[src/hdl/dmlc_pkg.sv]
// Package for the direct-mapped lookup cache: sizes, opcodes, request and
// result types and the command record passed from the front to the back end.
// No dependencies.
package dmlc_pkg;

	localparam int INDEX_BITS = 15;
	localparam int DEPTH      = 1 << INDEX_BITS;
	localparam int ADDR_W     = 64;
	localparam int VALUE_W    = 32;
	localparam int COUNT_W    = 31;

	typedef logic [INDEX_BITS-1:0] index_t;
	typedef logic [COUNT_W-1:0]    count_t;

	localparam count_t COUNT_MAX = {COUNT_W{1'b1}};

	typedef enum logic [1:0] {
		OP_SEARCH = 2'd0,
		OP_INSERT = 2'd1,
		OP_CLEAN  = 2'd2,
		OP_INIT   = 2'd3
	} op_t;

	typedef struct packed {
		op_t                       op;
		logic [ADDR_W-1:0]         lookup_address;
		logic signed [VALUE_W-1:0] line_in;
		logic signed [VALUE_W-1:0] function_in;
	} request_t;

	typedef struct packed {
		logic                      hit;
		logic signed [VALUE_W-1:0] line_out;
		logic signed [VALUE_W-1:0] function_out;
		count_t                    hit_count;
		count_t                    miss_count;
		count_t                    replace_count;
	} result_t;

	typedef enum logic [1:0] {
		KIND_SEARCH,
		KIND_INSERT,
		KIND_SWEEP
	} kind_t;

	typedef struct packed {
		kind_t              kind;
		logic               zero_counts;
		logic [ADDR_W-1:0]  address;
		logic [VALUE_W-1:0] line_val;
		logic [VALUE_W-1:0] func_val;
	} cmd_t;

	typedef struct packed {
		logic valid;
		cmd_t cmd;
	} head_t;

	typedef struct packed {
		logic pop;
		logic clearing;
	} back_ctl_t;

	typedef struct packed {
		logic [VALUE_W-1:0] line_val;
		logic [VALUE_W-1:0] func_val;
	} data_entry_t;

	function automatic count_t sat_inc(input count_t c);
		return (c == COUNT_MAX) ? COUNT_MAX : c + count_t'(1);
	endfunction

endpackage

[src/hdl/dmlc_front.sv]
// Front end of the lookup cache: takes requests, classifies them and holds
// them in a two-entry queue for the back end. Depends on dmlc_pkg.
module dmlc_front
	import dmlc_pkg::*;
(
	input  logic      clk,
	input  logic      arst_n,
	input  logic      start,
	input  request_t  request,
	input  back_ctl_t back_ctl,
	output logic      busy,
	output head_t     head
);

	logic       wr_ptr_q;
	logic       rd_ptr_q;
	logic [1:0] count_q;
	cmd_t       entries_q [2];
	cmd_t       cmd_new;
	logic       push;

	// Busy while the queue is full or the back end is clearing after reset.
	assign busy = (count_q == 2'd2) || back_ctl.clearing;
	assign push = start && !busy;

	always_comb begin
		cmd_new.zero_counts = 1'b0;
		cmd_new.address     = request.lookup_address;
		cmd_new.line_val    = request.line_in;
		cmd_new.func_val    = request.function_in;
		unique case (request.op)
			OP_SEARCH: cmd_new.kind = KIND_SEARCH;
			OP_INSERT: cmd_new.kind = KIND_INSERT;
			OP_CLEAN:  cmd_new.kind = KIND_SWEEP;
			OP_INIT: begin
				cmd_new.kind        = KIND_SWEEP;
				cmd_new.zero_counts = 1'b1;
			end
		endcase
	end

	assign head.valid = (count_q != 2'd0);
	assign head.cmd   = entries_q[rd_ptr_q];

	always_ff @(posedge clk or negedge arst_n) begin
		if (!arst_n) begin
			wr_ptr_q <= 1'b0;
			rd_ptr_q <= 1'b0;
			count_q  <= 2'd0;
		end else begin
			if (push) begin
				wr_ptr_q <= ~wr_ptr_q;
			end
			if (back_ctl.pop) begin
				rd_ptr_q <= ~rd_ptr_q;
			end
			priority if (push && !back_ctl.pop) begin
				count_q <= count_q + 2'd1;
			end else if (!push && back_ctl.pop) begin
				count_q <= count_q - 2'd1;
			end
		end
	end

	always_ff @(posedge clk) begin
		if (push) begin
			entries_q[wr_ptr_q] <= cmd_new;
		end
	end

	property p_no_pop_empty;
		@(posedge clk) disable iff (!arst_n) back_ctl.pop |-> count_q != 2'd0;
	endproperty
	a_no_pop_empty: assert property (p_no_pop_empty)
		else $error("queue popped while empty");

	property p_no_overflow;
		@(posedge clk) disable iff (!arst_n) count_q == 2'd2 |=> count_q != 2'd3;
	endproperty
	a_no_overflow: assert property (p_no_overflow)
		else $error("queue count overflowed");

	property p_no_push_clearing;
		@(posedge clk) disable iff (!arst_n)
			back_ctl.clearing && !back_ctl.pop |=> count_q == $past(count_q);
	endproperty
	a_no_push_clearing: assert property (p_no_push_clearing)
		else $error("request taken during clearing pass");

endmodule

[config.mk]
export PLATFORM = sky130hd
export DESIGN_NAME = dmlc_front
export DESIGN_NICKNAME = d
export VERILOG_FILES = /design/src/hdl/dmlc_pkg.sv /design/src/hdl/dmlc_front.sv
export SDC_FILE = /design/constraint.sdc
export NUM_CORES = 1
export LEC_CHECK = 0
export ABC_AREA = 1
export ABC_CLOCK_PERIOD_IN_PS = 6810
export BUFFER_PORTS_ARGS = -buffer_cell sky130_fd_sc_hd__clkbuf_2
export CAP_MARGIN = 20
export CORE_MARGIN = 2
export CORE_UTILIZATION = 45
export DETAILED_ROUTE_END_ITERATION = 10
export PLACE_DENSITY = 0.73
export SYNTH_ARGS = -nofsm -noshare
export SYNTH_HDL_FRONTEND = slang
export SYNTH_SLANG_ARGS = --single-unit
[constraint.sdc]
create_clock -name clk -period 6.81 [get_ports clk]
set_clock_uncertainty 0.15 [all_clocks]
set_input_delay 1.0215 -clock clk [delete_from_list [all_inputs] [get_ports clk]]
set_output_delay 1.0215 -clock clk [all_outputs]
set_load 0.01 [all_outputs]
==> metrics.md <==
| Metric | Value |
|---|---|
| Status | `finished clean` |
| Worst setup slack after layout | `2.896 ns` |
| Routability congestion estimate | `0.7328` |
| Clk pwr share | `28.7%` |
| Final Hold Viols | `0` |
| Final wirelength | `18.42 mm` |
| Clock latency on the worst-skew pair | `0.52 ns` |
| Nets@finish | `864` |
| CTS tree | `built` |
| Final setup vio count | `0` |
| Die W | `153.3 microns` |
| 1st-pass router iterations | `7` |
| Detailed Place HPWL | `12.30 mm` |
| Crit Path Max Fanout | `54` |
| DR vias/cell | `4.890` |
| Worst relative slew slack | `34.48%` |
| Critical path class | `flip-flop to primary output` |
| Mapped Area | `10030 sq um` |
| Most frequent cells in the layout | `267 x clkbuf_2, 262 x edfxtp_1, 80 x mux2_4` |
| Synth Register Bits | `266` |
| Multi-input logic area | `1881 sq um` |
| CTS Sinks | `266` |
| Syn. warnings | `0` |
| Antenna violations before repair | `0` |
| Core ar. | `21820 sq um` |
| Sw Share | `27.35%` |
| Area Overhead vs Synth | `24.25%` |
| Period utilization | `57.47%` |
| Power Internal | `0.003496 W` |
| Die ar. | `23490 sq um` |
| Crit path buf inv count | `2` |
| WHS | `0.1441 ns` |
| First-pass GRT wire length | `28.15 mm` |
| Gate power share | `26.9%` |
| Largest net degree at the start of global routing | `73` |
| H-tree depth | `1` |
| Buffers on Ports | `267` |
| MaxCap Viol Count | `0` |
| Clock tree root buffer cell | `clkbuf_16` |
| Fraction of final layout cells sized beyond drive strength 1 | `59.71%` |
| Post_cts resized | `0` |
| Setup crit start kind | `flip-flop` |
| Peak VDD IR | `0.2727 mV` |
| Die height | `153.3 microns` |
| Row count | `54` |
| WP data required | `5.64 ns` |
| Hold bufs inserted after CTS | `0` |
| DRC errors left | `0` |
| Post-CTS setup buffers | `0` |
| Via count of the first global-routing pass | `5351` |
| Clk slew on worst S/H paths | `0.06 ns` |
| Flop pwr share | `44.4%` |
| Synth cell types | `16` |
| Total power | `0.004812 W` |
| Slew @ Worst Pin | `0.9828 ns` |
| Power density of the placed cells | `386.3 nW/um^2` |
| Most common cell after layout, fill and taps aside | `clkbuf_2` |
| Crit-path max cell delay | `0.84 ns` |
| Worst Setup End Kind | `primary output` |
| Seq. cell area | `7971 sq um` |
| Cell-by-cell listing of the critical path | `buf_4 > mux2_2 > clkbuf_2` |
| Average size of a mapped cell | `22.63 sq um` |
| Routed len/inst | `17.93 microns` |
| Ant. Diodes | `0` |
| Post-synth net total | `579` |
| Slowest stage cell, crit path | `dfrtp_4` |
| Drt initial violations | `301` |
| Pins Over Slew Limit | `0` |
| Fill cells | `1667` |
| Leakage power | `4.951 nW` |
| CP delay by family, top | `flip-flops` |
| HP Class | `input pin to async pin` |
| Global-route usage over all layers | `15.05%` |
| Post-route antenna net violation count | `0` |
| Mapped Cells | `443` |
| Fin util | `57.09%` |
| Crit path DAT | `2.74 ns` |
| Dpl ws | `3.418 ns` |
| Total congestion overflow | `0` |
| Cts bufs inserted | `27` |
| Max Buffers Root-to-Sink | `3` |
| Vias | `5022` |
| Final min period | `3.914 ns` |
| Fmax | `0.2555 GHz` |
| Initial Utilization | `45.95%` |
| Ports | `268` |
| Setup TNS | `0 ns` |
| P_sw | `0.001316 W` |
| RSZ-0062 raised after global routing | `false` |
| Sequential share of the synthesized area | `79.46%` |
-- cell families after synthesis --
kind of cell | synth area share [%]
AND/OR/NAND/NOR | 0.6739
XOR/XNOR | 0.1747
flip-flops | 79.46
adder cells (fa/ha/maj) | 0.1248
multiplexers | 17.71
buffers and inverters | 1.859
-- Yosys cell counts --
cell type / count / share of area, %
nand4_1: 2 / 0.12
nor2_1: 2 / 0.075
buf_2: 5 / 0.25
xnor2_1: 1 / 0.087
edfxtp_1: 262 / 78
buf_6: 9 / 1.0
dfrtp_1: 4 / 1.0
buf_8: 1 / 0.15
clkbuf_1: 1 / 0.037
inv_1: 11 / 0.41
xor2_1: 1 / 0.087
ha_1: 1 / 0.12
mux2_4: 80 / 12
nand3_1: 2 / 0.10
nand2_1: 10 / 0.37
mux2_2: 51 / 5.7
-- area by class of cell --
cell class / instances / area share [%]
Inverter: 11 / 0.3716
Timing Repair Buffer: 272 / 11.03
Multi-Input combinational cell: 150 / 15.09
Clock inverter: 17 / 1.165
Tap cell: 280 / 2.812
Sequential cell: 266 / 63.99
Clock buffer: 31 / 5.544
-- registers in the layout, summed over array words and instances, names as in the netlist --
name       flops
rd_ptr_q       1
wr_ptr_q       1
count_q        2
entries_q    262
-- through the flow --
stage / instance area [sq um] / std cells
global route: 12460 / 1027
detailed placement: 11620 / 979
CTS: 12460 / 1027
global placement: 11620 / 979
finish: 12460 / 1027
floorplan: 10030 / 443
-- power groups by stage --
| stage | registers, W | clock network, W | logic, W |
|---|---|---|---|
| 2_1_floorplan | 0.00212 | 0 | 0.000974 |
| 3_3_place_gp | 0.00216 | 0 | 0.00129 |
| 3_5_place_dp | 0.00218 | 0 | 0.00131 |
| 4_1_cts | 0.00214 | 0.00142 | 0.00132 |
| 5_1_grt | 0.00216 | 0.00149 | 0.00139 |
| 6_report | 0.00214 | 0.00138 | 0.00130 |
-- final timing paths --
path / slack, ns / from / to / cells after the start
setup / recovery: 2.90 / rd_ptr_q$_DFFE_PN0P_ / head[21] / 3
hold / removal: 0.14 / arst_n / wr_ptr_q$_DFFE_PN0N_ / 1
setup reg to reg: 4.06 / count_q[0]$_DFFE_PN0P_ / entries_q[0][71]$_DFFE_PP_ / 5
hold reg to reg: 0.32 / wr_ptr_q$_DFFE_PN0N_ / wr_ptr_q$_DFFE_PN0N_ / 2
max in group asynchronous: 6.22 / arst_n / rd_ptr_q$_DFFE_PN0P_ / 1
min in group clk: 0.32 / wr_ptr_q$_DFFE_PN0N_ / wr_ptr_q$_DFFE_PN0N_ / 2
-- per-layer routing --
metal	global-route usage (%)	vias up	part of all wire, %
li1	-	2308	-
met1	18.56	2469	40
met2	25.47	218	49
met3	4.792	27	8.7
met4	4.630	0	2.2
met5	0	-	0
Power figures use the tool's default switching activity.
